### src/design/qmf_pkg.sv
// Package with the request codes, status codes and controller states of the queue.
package qmf_pkg;

  localparam logic [1:0] MODE_ENQ  = 2'd0;
  localparam logic [1:0] MODE_DEQ  = 2'd1;
  localparam logic [1:0] MODE_PEEK = 2'd2;
  localparam logic [1:0] MODE_MOVE = 2'd3;

  localparam logic [1:0] STAT_OK    = 2'd0;
  localparam logic [1:0] STAT_EMPTY = 2'd1;
  localparam logic [1:0] STAT_RANGE = 2'd2;
  localparam logic [1:0] STAT_FULL  = 2'd3;

  typedef enum logic [2:0] {
    ST_IDLE,
    ST_READ,
    ST_MV_FIRST,
    ST_MV_SHIFT,
    ST_MV_LAST
  } state_t;

endpackage

### src/design/queue_with_move_to_front_unit.sv
// Top level of the bounded FIFO with move-to-front, built around one entry memory.
//
// A request is given on mode, value and rank and is transferred at a rising edge where
// start is high and busy is low. Each request yields exactly one result, shown on
// result_value, status, is_empty and entry_count for one cycle while done is high.
// The receiver cannot stall; every result is taken in the cycle it is shown.
// Enqueue and every rejected request give their result in the cycle after the transfer.
// Dequeue and peek take one memory read with a registered output, answered from ST_READ.
// A move of rank 1 passes through ST_MV_FIRST only; a move of rank n above 1 passes
// through ST_MV_FIRST, ST_MV_SHIFT for each lower rank and ST_MV_LAST.
// The move walks the entries one per cycle through the single memory, reading the
// next lower rank while writing the current one. busy is low in the cycle done is high,
// so the next request can be transferred there. Reset clears the count, the front pointer
// and the controller; the memory is not cleared and only written entries are ever read.
module queue_with_move_to_front_unit #(
  parameter int DEPTH = 16
) (
  input  logic               clk,
  input  logic               rst,
  input  logic               start,
  output logic               busy,
  input  logic [1:0]         mode,
  input  logic signed [31:0] value,
  input  logic [7:0]         rank,
  output logic               done,
  output logic signed [31:0] result_value,
  output logic [1:0]         status,
  output logic               is_empty,
  output logic [4:0]         entry_count
);
  import qmf_pkg::*;

  localparam int AW = $clog2(DEPTH);
  localparam int CW = $clog2(DEPTH + 1);
  localparam int RW = (CW > 8) ? CW : 8;

  logic [31:0]   mem [DEPTH];
  logic [31:0]   rdata;
  logic [31:0]   moved;
  logic [31:0]   wdata;
  logic [AW-1:0] raddr, waddr;
  logic          ren, wen;

  state_t        state, state_next;
  logic [CW-1:0] occupancy, occupancy_next;
  logic [AW-1:0] front_index, front_index_next;
  logic [AW-1:0] cur_slot, cur_slot_next;
  logic [CW-1:0] remaining, remaining_next;

  logic          res_fire;
  logic [31:0]   res_value;
  logic [1:0]    res_status;

  logic [7:0]    rank_m1;
  logic [AW-1:0] slot_tail, slot_newest, slot_rank;
  logic          q_empty, q_full, rank_bad;

  function automatic logic [AW-1:0] wrap(input logic [AW:0] sum);
    logic [AW:0] lim;
    lim = (AW+1)'(DEPTH);
    return (sum >= lim) ? AW'(sum - lim) : AW'(sum);
  endfunction

  function automatic logic [AW-1:0] prev_slot(input logic [AW-1:0] s);
    return (s == '0) ? AW'(DEPTH - 1) : s - 1'b1;
  endfunction

  assign rank_m1     = rank - 8'd1;
  assign q_empty     = (occupancy == '0);
  assign q_full      = (occupancy == CW'(DEPTH));
  assign rank_bad    = (rank == 8'd0) || (RW'(rank) > RW'(occupancy));
  assign slot_tail   = wrap({1'b0, front_index} + (AW+1)'(occupancy));
  assign slot_newest = wrap({1'b0, front_index} + (AW+1)'(occupancy) - 1'b1);
  assign slot_rank   = wrap({1'b0, front_index} + (AW+1)'(rank_m1));
  assign busy        = (state != ST_IDLE);

  always_comb begin
    state_next       = state;
    occupancy_next   = occupancy;
    front_index_next = front_index;
    cur_slot_next    = cur_slot;
    remaining_next   = remaining;
    ren              = 1'b0;
    raddr            = '0;
    wen              = 1'b0;
    waddr            = '0;
    wdata            = rdata;
    res_fire         = 1'b0;
    res_value        = '0;
    res_status       = STAT_OK;
    case (state)
      ST_IDLE: begin
        if (start) begin
          case (mode)
            MODE_ENQ: begin
              res_fire = 1'b1;
              if (q_full) begin
                res_status = STAT_FULL;
              end else begin
                wen            = 1'b1;
                waddr          = slot_tail;
                wdata          = value;
                occupancy_next = occupancy + 1'b1;
              end
            end
            MODE_DEQ: begin
              if (q_empty) begin
                res_fire   = 1'b1;
                res_status = STAT_EMPTY;
              end else begin
                ren              = 1'b1;
                raddr            = front_index;
                front_index_next = (front_index == AW'(DEPTH - 1)) ? '0 : front_index + 1'b1;
                occupancy_next   = occupancy - 1'b1;
                state_next       = ST_READ;
              end
            end
            MODE_PEEK: begin
              if (q_empty) begin
                res_fire   = 1'b1;
                res_status = STAT_EMPTY;
              end else begin
                ren        = 1'b1;
                raddr      = slot_newest;
                state_next = ST_READ;
              end
            end
            MODE_MOVE: begin
              if (q_empty) begin
                res_fire   = 1'b1;
                res_status = STAT_EMPTY;
              end else if (rank_bad) begin
                res_fire   = 1'b1;
                res_status = STAT_RANGE;
              end else begin
                ren            = 1'b1;
                raddr          = slot_rank;
                cur_slot_next  = slot_rank;
                remaining_next = CW'(rank_m1);
                state_next     = ST_MV_FIRST;
              end
            end
            default: begin
              res_fire = 1'b0;
            end
          endcase
        end
      end
      ST_READ: begin
        res_fire   = 1'b1;
        res_value  = rdata;
        state_next = ST_IDLE;
      end
      ST_MV_FIRST: begin
        if (remaining == '0) begin
          res_fire   = 1'b1;
          state_next = ST_IDLE;
        end else begin
          ren        = 1'b1;
          raddr      = prev_slot(cur_slot);
          state_next = ST_MV_SHIFT;
        end
      end
      ST_MV_SHIFT: begin
        wen            = 1'b1;
        waddr          = cur_slot;
        wdata          = rdata;
        cur_slot_next  = prev_slot(cur_slot);
        remaining_next = remaining - 1'b1;
        if (remaining == CW'(1)) begin
          state_next = ST_MV_LAST;
        end else begin
          ren   = 1'b1;
          raddr = prev_slot(prev_slot(cur_slot));
        end
      end
      ST_MV_LAST: begin
        wen        = 1'b1;
        waddr      = cur_slot;
        wdata      = moved;
        res_fire   = 1'b1;
        state_next = ST_IDLE;
      end
      default: begin
        state_next = ST_IDLE;
      end
    endcase
  end

  always_ff @(posedge clk) begin
    if (wen) begin
      mem[waddr] <= wdata;
    end
    if (ren) begin
      rdata <= mem[raddr];
    end
  end

  always_ff @(posedge clk) begin
    if (rst) begin
      state       <= ST_IDLE;
      occupancy   <= '0;
      front_index <= '0;
      done        <= 1'b0;
    end else begin
      state       <= state_next;
      occupancy   <= occupancy_next;
      front_index <= front_index_next;
      done        <= res_fire;
    end
  end

  always_ff @(posedge clk) begin
    cur_slot  <= cur_slot_next;
    remaining <= remaining_next;
    if (state == ST_MV_FIRST) begin
      moved <= rdata;
    end
    if (res_fire) begin
      result_value <= res_value;
      status       <= res_status;
      is_empty     <= (occupancy_next == '0);
      entry_count  <= 5'(occupancy_next);
    end
  end

endmodule

### config.mk
export PLATFORM = sky130hd
export DESIGN_NAME = queue_with_move_to_front_unit
export DESIGN_NICKNAME = d
export VERILOG_FILES = /design/src/design/qmf_pkg.sv /design/src/design/queue_with_move_to_front_unit.sv
export SDC_FILE = /design/constraint.sdc
export NUM_CORES = 1
export LEC_CHECK = 0
export ABC_AREA = 1
export BUFFER_PORTS_ARGS = -buffer_cell sky130_fd_sc_hd__buf_2
export CORE_MARGIN = 2
export CORE_UTILIZATION = 50
export CTS_CLUSTER_SIZE = 12
export DETAILED_ROUTE_END_ITERATION = 8
export GPL_ROUTABILITY_DRIVEN = 0
export PLACE_DENSITY = 0.66
export SLEW_MARGIN = 20
export SYNTH_ARGS = -nofsm -noshare
export SYNTH_HDL_FRONTEND = slang
export SYNTH_SLANG_ARGS = --single-unit
export TNS_END_PERCENT = 10
### constraint.sdc
create_clock -name clk -period 5.9 [get_ports clk]
set_input_delay 1.77 -clock clk [delete_from_list [all_inputs] [get_ports clk]]
set_output_delay 1.77 -clock clk [all_outputs]
set_load 0.01 [all_outputs]
==> flow_summary.yaml, run 1 <==
floorplanning:
  die_w_um: 244
  core_um2: 57400
  placementRows: 88
  die_area_um2: 59700
  die_h_um: 244
  pin_count: 87
  start_util_pct: 50.3
cts:
  clock_latency_ns: 0.60
  clock_sinks: 638
  post_cts_buffers: 0
  hold_buffers: 0
  cts-resized-gates: 0
  htree_levels: 3
  cts_buffer_depth: 3
  clkTransAtPathRegs_ns: 0.06
  cts_buffers: 66
  tritoncts: "done"
  cts_root_buffer: "clkbuf_16"
routing:
  dr_total_vias: 19700
  routed_wl_um: 70800
  drt_iter0_drc: 2203
  drcViolationCount: 0
  wl_per_cell_um: 19.9
  ant_nets: 0
  vias_per_cell: 5.53
  drtPass1Iterations: 5
power:
  p_per_area_nw_per_um2: 424
  ir_drop_mv: 0.304
  p_leak_uw: 0.0128
  p_total_uw: 13600
placed_design:
  hpwl_um: 41300
  io_buffers: 86
synth:
  synth-warning-count: 0
  mappedNetlistArea_um2: 28900
  syn_area_per_cell_um2: 10.8
  synth_top_area_share_pct: 65.0
  synth.area.top_cells: "edfxtp_1 65%, nand3_1 11%, nand2_1 6.7%"
  synth_most_common_cell: "edfxtp_1"
  ys_types: 45
  yosysSeqAreaShare_pct: 65.9
  yosysTopAreaCell: "edfxtp_1"
  synth_seq_cells: 638
  synth_edf_count: 625
  synth.net_count: 2750
  synth-main-ff-cell: "edfxtp_1"
  synth_cells: 2675
  synth_common_cells: "625 x edfxtp_1, 607 x nand3_1, 514 x nand2_1, 412 x inv_1, 74 x buf_2"
  synthArstFlopShare_pct: 0
critical_path:
  reg2reg_depth: 12
  path_max_fanout: 19
  worstSetupPathType: "input port to flip-flop"
  r2r_end: "mem[7][31]"
  worst_ep_required_time_ns: 6.20
  end_kind: "flip-flop"
  r2r_slack_ns: 1.52
  timing.rr.start: "state[0]"
  worst_ep_arrival_time_ns: 4.72
  critPathLaunchType: "input port"
hold_path:
  hold_path_startpoint: "rdata[12]"
  worstHoldEndpoint: "moved[12]"
  hold_path_class: "flip-flop to flip-flop"
  hold_path_depth: 0
timing:
  maxSlewHeadroom_pct: 28.3
  min_period_over_period_pct: 75.0
  hold_viol: 0
  setup_viol: 0
  grt_setup_unrepaired: "false"
  clock.fmax_mhz: 226
  finalCriticalPeriod_ns: 4.42
  fin_setup_tns_ns: 0
  skew_ns: 0.0191
  slew_violations: 0
  tightest_slew_ns: 1.08
job:
  drv_cap: 0
global_route:
  antenna_found_initial: 2
  grt-ovfl-total: 0
  grt_pass1_wl_um: 109000
  grt_pass1_vias: 18900
  grt_max_degree: 203
  grtUsageTotal_pct: 23.7
final_layout:
  synthToLayoutAreaGrowth_pct: 11.3
  drive_gt1_share_pct: 10.5
  n_fill_cell: 4740
  nets: 2834
status:
  status: "finished, final reports clean"
[per-stage QoR]
stage | instance area [µm²] | utilization (%) | instances | setup slack [ns] | hold slack [ns]
after floorplan | 28900 | - | 2675 | 0.281 | 0.426
after global placement | 30200 | 52.6 | 3451 | 0.932 | 0.438
after detailed placement | 30200 | 52.7 | 3453 | 0.870 | 0.442
after CTS | 32100 | 56.0 | 3555 | 1.50 | 0.457
after global routing | 32100 | 56.0 | 3558 | 1.24 | 0.460
final | 32100 | 56.0 | 3561 | 1.48 | 0.458
[critical path, cell delays in order]
cell,delay (ns)
buf_2,0.12
inv_1,0.07
ha_1,0.33
nand2_1,0.18
nor2_4,0.37
inv_1,0.23
o22ai_1,0.29
nand2_1,0.31
nor2_4,0.72
buf_4,0.32
[registers in the layout, summed over array words and instances, names as in the netlist]
signal	cells
occupancy	5
moved	32
mem	512
entry_count	5
cur_slot	4
status	2
state	3
remaining	5
result_value	32
front_index	4
done	1
rdata	32
is_empty	1
[where the power goes]
group	internal, µW	switching, µW	total (µW)
Sequential	6070	199	6270
Clock	2180	1630	3810
Combinational	979	2560	3540
Total	9230	4390	13600
[worst max path at each step]
| stage | slack (ns) | cells past startpoint | end | start |
|---|---|---|---|---|
| CTS | 1.50 | 10 | mem[7][31] | mode[0] |
| finish | 1.48 | 10 | mem[7][31] | mode[0] |
| global route | 1.24 | 12 | mem[7][4] | state[0] |
| global placement | 0.93 | 10 | mem[7][14] | mode[0] |
| detailed placement | 0.87 | 10 | mem[7][31] | mode[0] |
| floorplan | 0.28 | 9 | mem[0][0] | mode[0] |
[logic make-up (layout without fill, tap and decap cells)]
logic type                 after synthesis  after routing  share of synthesized area [%]
buffers and inverters                  573            691                           8.71
AOI/OAI and AO/OA                      127            127                           2.75
xor gates and xnor gates                18             18                          0.546
DFF                                    638            638                           65.9
and+or+nand+nor                       1289           1289                           20.7
adders and majority gates               30             30                           1.35
other                                    0              3                              0
[layout make-up]
type                            count  area, µm²  area share, %
Sequential cell                   638      19000           59.2
Multi-Input combinational cell   1464       7500           23.3
Clock buffer                       91       1820           5.66
Inverter                          422       1590           4.94
Timing Repair Buffer              167       1150           3.58
Tap cell                          765        957           2.98
Clock inverter                     11       81.3          0.253
Antenna cell                        3       7.51         0.0234
[placed cells by master, fill, tap and decap left out, types with 21 or more instances in the layout]
cell	count
nor2_4	21
ha_1	28
nand3_1	605
nand2_1	512
inv_1	412
clkbuf_16	69
nand3b_1	59
clkbuf_1	21
o211ai_1	33
nor2_1	54
o21ai_0	42
buf_4	69
edfxtp_1	625
buf_2	86
a21oi_1	27
[layer usage]
metal  GRT usage (%)  up-vias  routed length, µm
li1                -     9239                  -
met1            33.4     9359              29600
met2            36.1      946              31600
met3            5.06      135               7460
met4            9.25        0               2170
met5               0        -                  0
Power figures use the tool's default switching activity.
==> run 2, diff against run 1 <==
--- a/config.mk
+++ b/config.mk
@@ -12,7 +12,7 @@
 export CTS_CLUSTER_SIZE = 12
 export DETAILED_ROUTE_END_ITERATION = 8
 export GPL_ROUTABILITY_DRIVEN = 0
-export PLACE_DENSITY = 0.66
+export PLACE_DENSITY = 0.63
 export SLEW_MARGIN = 20
 export SYNTH_ARGS = -nofsm -noshare
 export SYNTH_HDL_FRONTEND = slang
==> constraint.sdc (replaced) <==
create_clock -name clk -period 4.45 [get_ports clk]
set_input_delay 1.335 -clock clk [delete_from_list [all_inputs] [get_ports clk]]
set_output_delay 1.335 -clock clk [all_outputs]
set_load 0.01 [all_outputs]
==> flow_summary.yaml, run 2 (synthesized netlist as in run 1, its figures left out) <==
status:
  status: "finished, final reports clean"
cts:
  cts_buffer_depth: 3
  cts-resized-gates: 0
  clock_latency_ns: 0.61
  clock_sinks: 638
  tritoncts: "done"
  post_cts_buffers: 0
  cts_buffers: 67
  hold_buffers: 0
  clkTransAtPathRegs_ns: 0.06
  htree_levels: 3
  cts_root_buffer: "clkbuf_16"
critical_path:
  end_kind: "flip-flop"
  worstSetupPathType: "input port to flip-flop"
  path_max_fanout: 26
  critPathLaunchType: "input port"
  timing.rr.start: "occupancy[0]"
  worst_ep_required_time_ns: 4.79
  max_stage_delay_ns: 0.34
  crit_path_cell_trace: "buf_2, ha_1, nand2_1, inv_1, nand2_1, nand2_1, nand2_1, nand2_1, nand2_1, nand4_2, o21bai_4, nand2_8, nand2_8, buf_4, nand2_1, nand3_1, nand3_1, nand3_1, nand2_1"
  cp_common_cell: "nand2_1"
  crit_slowest_cell: "buf_4"
  crit_start: "rank[3]"
  worst_ep_arrival_time_ns: 3.79
global_route:
  grt-ovfl-total: 0
  grt_pass1_vias: 18900
  grt_pass1_wl_um: 112000
  antenna_found_initial: 0
  grtUsageTotal_pct: 24.9
  grt_max_degree: 113
routing:
  drtPass1Iterations: 6
  routed_wl_um: 73600
  dr_total_vias: 19800
  wl_per_cell_um: 20.5
  drcViolationCount: 0
  ant_nets: 0
  drt_iter0_drc: 1856
  vias_per_cell: 5.53
final_layout:
  fin_util_pct: 56.8
  synthToLayoutAreaGrowth_pct: 13.0
  nets: 2848
  regMostFlops: "mem"
  mostFrequentLayoutCells: "625 x edfxtp_1, 605 x nand3_1, 512 x nand2_1"
  drive_gt1_share_pct: 10.9
  n_antenna_cell: 0
  final_common_cell: "edfxtp_1"
  largest_register_ff_count: 512
timing:
  fin_setup_tns_ns: 0
  grt_setup_unrepaired: "false"
  setup_viol: 0
  finalCriticalPeriod_ns: 3.44
  maxSlewHeadroom_pct: 32.4
  skew_ns: 0.0214
  tightest_slew_ns: 1.01
  clock.fmax_mhz: 290
  min_period_over_period_pct: 77.4
  slew_violations: 0
  hold_viol: 0
  hold_ws_ns: 0.437
power:
  p_leak_uw: 0.0130
  ir_drop_mv: 0.340
  p_per_area_nw_per_um2: 561
floorplanning:
  die_area_um2: 59700
  die_w_um: 244
  die_h_um: 244
  pin_count: 87
  core_um2: 57400
  placementRows: 88
  start_util_pct: 50.3
placed_design:
  io_buffers: 86
  hpwl_um: 40900
hold_path:
  hold_path_class: "flip-flop to flip-flop"
  hold_path_startpoint: "rdata[16]"
job:
  drv_cap: 0
==> run 2: final cells by class <==
cell class,count,area [µm²]
Sequential cell,638,19000
Clock inverter,19,141
Clock buffer,92,1830
Multi-Input combinational cell,1464,7500
Tap cell,765,957
Fill cell,4758,24800
Timing Repair Buffer,180,1560
Inverter,422,1590
==> run 2: per-stage QoR <==
stage,setup WS [ns],power [µW],instances,instance area (µm²)
floorplan,0.0791,11300,2675,28900
global placement,0.468,13000,3456,30500
detailed placement,0.437,13100,3461,30600
CTS,1.06,18200,3572,32600
global route,0.810,19100,3580,32600
finish,1.01,18300,3580,32600
==> run 2: report_power, final <==
group	internal (µW)	total [µW]	switching (µW)
registers	8050	8330	279
logic	1430	4790	3350
clock network	2940	5160	2230
total	12400	18300	5860
==> run 2: worst max-delay path, delay by kind of cell <==
family,cells,cell delay [ns]
buf+inv,3,0.51
compound gates,1,0.24
simple gates,14,1.36
fa+ha+maj,1,0.31
==> run 2: metal layers <==
layer	track usage, %	up-vias	wire length, µm
li1	-	9273	-
met1	35.2	9593	32400
met2	39.6	819	33400
met3	4.01	124	5980
met4	8.05	0	1800
met5	0	-	0
==> run 2: final timing paths <==
path	to	slack [ns]	cells past startpoint
hold / removal	moved[16]	0.44	0
setup / recovery	rdata[22]	1.01	19
setup reg to reg	rdata[22]	1.04	14
hold reg to reg	moved[16]	0.44	0
==> run 3, diff against run 2 <==
==> constraint.sdc (replaced) <==
create_clock -name clk -period 3.5 [get_ports clk]
set_input_delay 1.05 -clock clk [delete_from_list [all_inputs] [get_ports clk]]
set_output_delay 1.05 -clock clk [all_outputs]
set_load 0.01 [all_outputs]
==> flow_summary.yaml, run 3 (synthesized netlist as in run 1, its figures left out) <==
status:
  status: "finished, final reports clean"
floorplanning:
  die_w_um: 244
  placementRows: 88
  die_area_um2: 59700
  die_h_um: 244
  core_um2: 57400
  pin_count: 87
  start_util_pct: 50.3
timing:
  slew_violations: 0
  maxSlewHeadroom_pct: 33.8
  clock.fmax_mhz: 301
  min_period_over_period_pct: 94.8
  skew_ns: 0.0185
  hold_viol: 0
  finalCriticalPeriod_ns: 3.32
  fin_setup_tns_ns: 0
  setup_viol: 0
  tightest_slew_ns: 0.991
  grt_setup_unrepaired: "true"
cts:
  hold_buffers: 0
  clock_latency_ns: 0.60
  cts_buffer_depth: 3
  clock_sinks: 638
  htree_levels: 3
  clkTransAtPathRegs_ns: 0.05
  cts_buffers: 67
  cts_root_buffer: "clkbuf_16"
  tritoncts: "done"
final_layout:
  n_fill_cell: 4688
  drive_gt1_share_pct: 13.3
  mostFrequentLayoutCells: "625 x edfxtp_1, 605 x nand3_1, 511 x nand2_1"
  nets: 2921
  regMostFlops: "mem"
  synthToLayoutAreaGrowth_pct: 15.9
  fin_util_pct: 58.3
  largest_register_ff_count: 512
  stdcell_area_um2: 33500
  n_antenna_cell: 0
  final_common_cell: "edfxtp_1"
critical_path:
  worstSetupPathType: "flip-flop to flip-flop"
  crit_path_cell_trace: "inv_1, ha_1, nand2_2, nor2_4, inv_1, nor2_1, inv_1, nand2_1, nor2_4, inv_1, o22ai_1, nand2_1, nor2_4, buf_4"
  end_kind: "flip-flop"
  cp_common_cell: "inv_1"
  crit_slowest_cell: "dfxtp_1"
  worst_ep_required_time_ns: 3.75
  path_max_fanout: 15
  critPathLaunchType: "flip-flop"
  max_stage_delay_ns: 0.44
  r2r_slack_ns: 0.18
  worst_ep_arrival_time_ns: 3.57
power:
  ir_drop_mv: 0.453
  p_per_area_nw_per_um2: 708
  p_leak_uw: 0.0135
job:
  drv_cap: 0
global_route:
  grt_pass1_wl_um: 117000
  grtUsageTotal_pct: 25.9
  grt_pass1_vias: 19700
  grt_max_degree: 69
  antenna_found_initial: 1
  grt-ovfl-total: 0
routing:
  vias_per_cell: 5.56
  drt_iter0_drc: 2046
  drtPass1Iterations: 5
  ant_nets: 0
  drcViolationCount: 0
  dr_total_vias: 20300
  wl_per_cell_um: 20.9
  routed_wl_um: 76300
placed_design:
  hpwl_um: 46500
  io_buffers: 86
  dpl_cell_area_um2: 31400
hold_path:
  hold_path_class: "flip-flop to flip-flop"
==> run 3: layout make-up <==
class | instances | area (µm²) | area share (%)
clock buffers | 93 | 1870 | 5.59
clock inverters | 16 | 120 | 0.359
inverters | 422 | 1590 | 4.74
multi-input cells | 1464 | 7520 | 22.5
flip-flops and latches | 638 | 19000 | 56.9
well taps | 765 | 957 | 2.86
repair buffers | 253 | 2380 | 7.13
==> run 3: what timing repair did <==
item	in CTS	in global routing
setup endpoints to repair	0	46
gates resized for setup	0	3
buffers inserted	0	0
==> run 3: path summary, 6_finish.rpt <==
path | from | end | cells past startpoint
setup / recovery | occupancy[1] | mem[3][24] | 14
hold / removal | rdata[0] | moved[0] | 0
setup reg to reg | occupancy[1] | mem[3][24] | 14
hold reg to reg | rdata[0] | moved[0] | 0
==> run 3: where the power goes <==
part / switching (µW) / leakage (µW) / internal [µW]
sequential: 352 / 0.00579 / 10200
combinational: 4410 / 0.00673 / 2100
clock: 2760 / 0.000965 / 3840
==> run 3: per-stage QoR <==
stage	cells	worst slack, ns	hold slack [ns]	power [µW]
CTS	3649	0.176	0.452	23700
global route	3651	-0.00903	0.469	24700
global placement	3539	-0.252	0.441	17000
detailed placement	3540	-0.263	0.439	17100
floorplan	2675	-0.455	0.426	14400
finish	3651	0.182	0.456	23700
==> run 3: routing by layer <==
layer  track usage, %  up-vias  part of all wire, %
met2             40.4      932                   45
met5                0        -                    0
met4             7.26        0                  2.2
met1             37.5     9827                   43
met3             4.60      120                  9.5
li1                 -     9419                    -
==> run 3: critical path, delay by kind of cell, from the launching register on <==
family | cells | cell delay [ns]
AO/OA/AOI/OAI | 1 | 0.38
buffers and inverters | 5 | 0.85
adder cells (fa/ha/maj) | 1 | 0.25
AND/OR/NAND/NOR | 7 | 1.04
flip-flops | 1 | 0.44
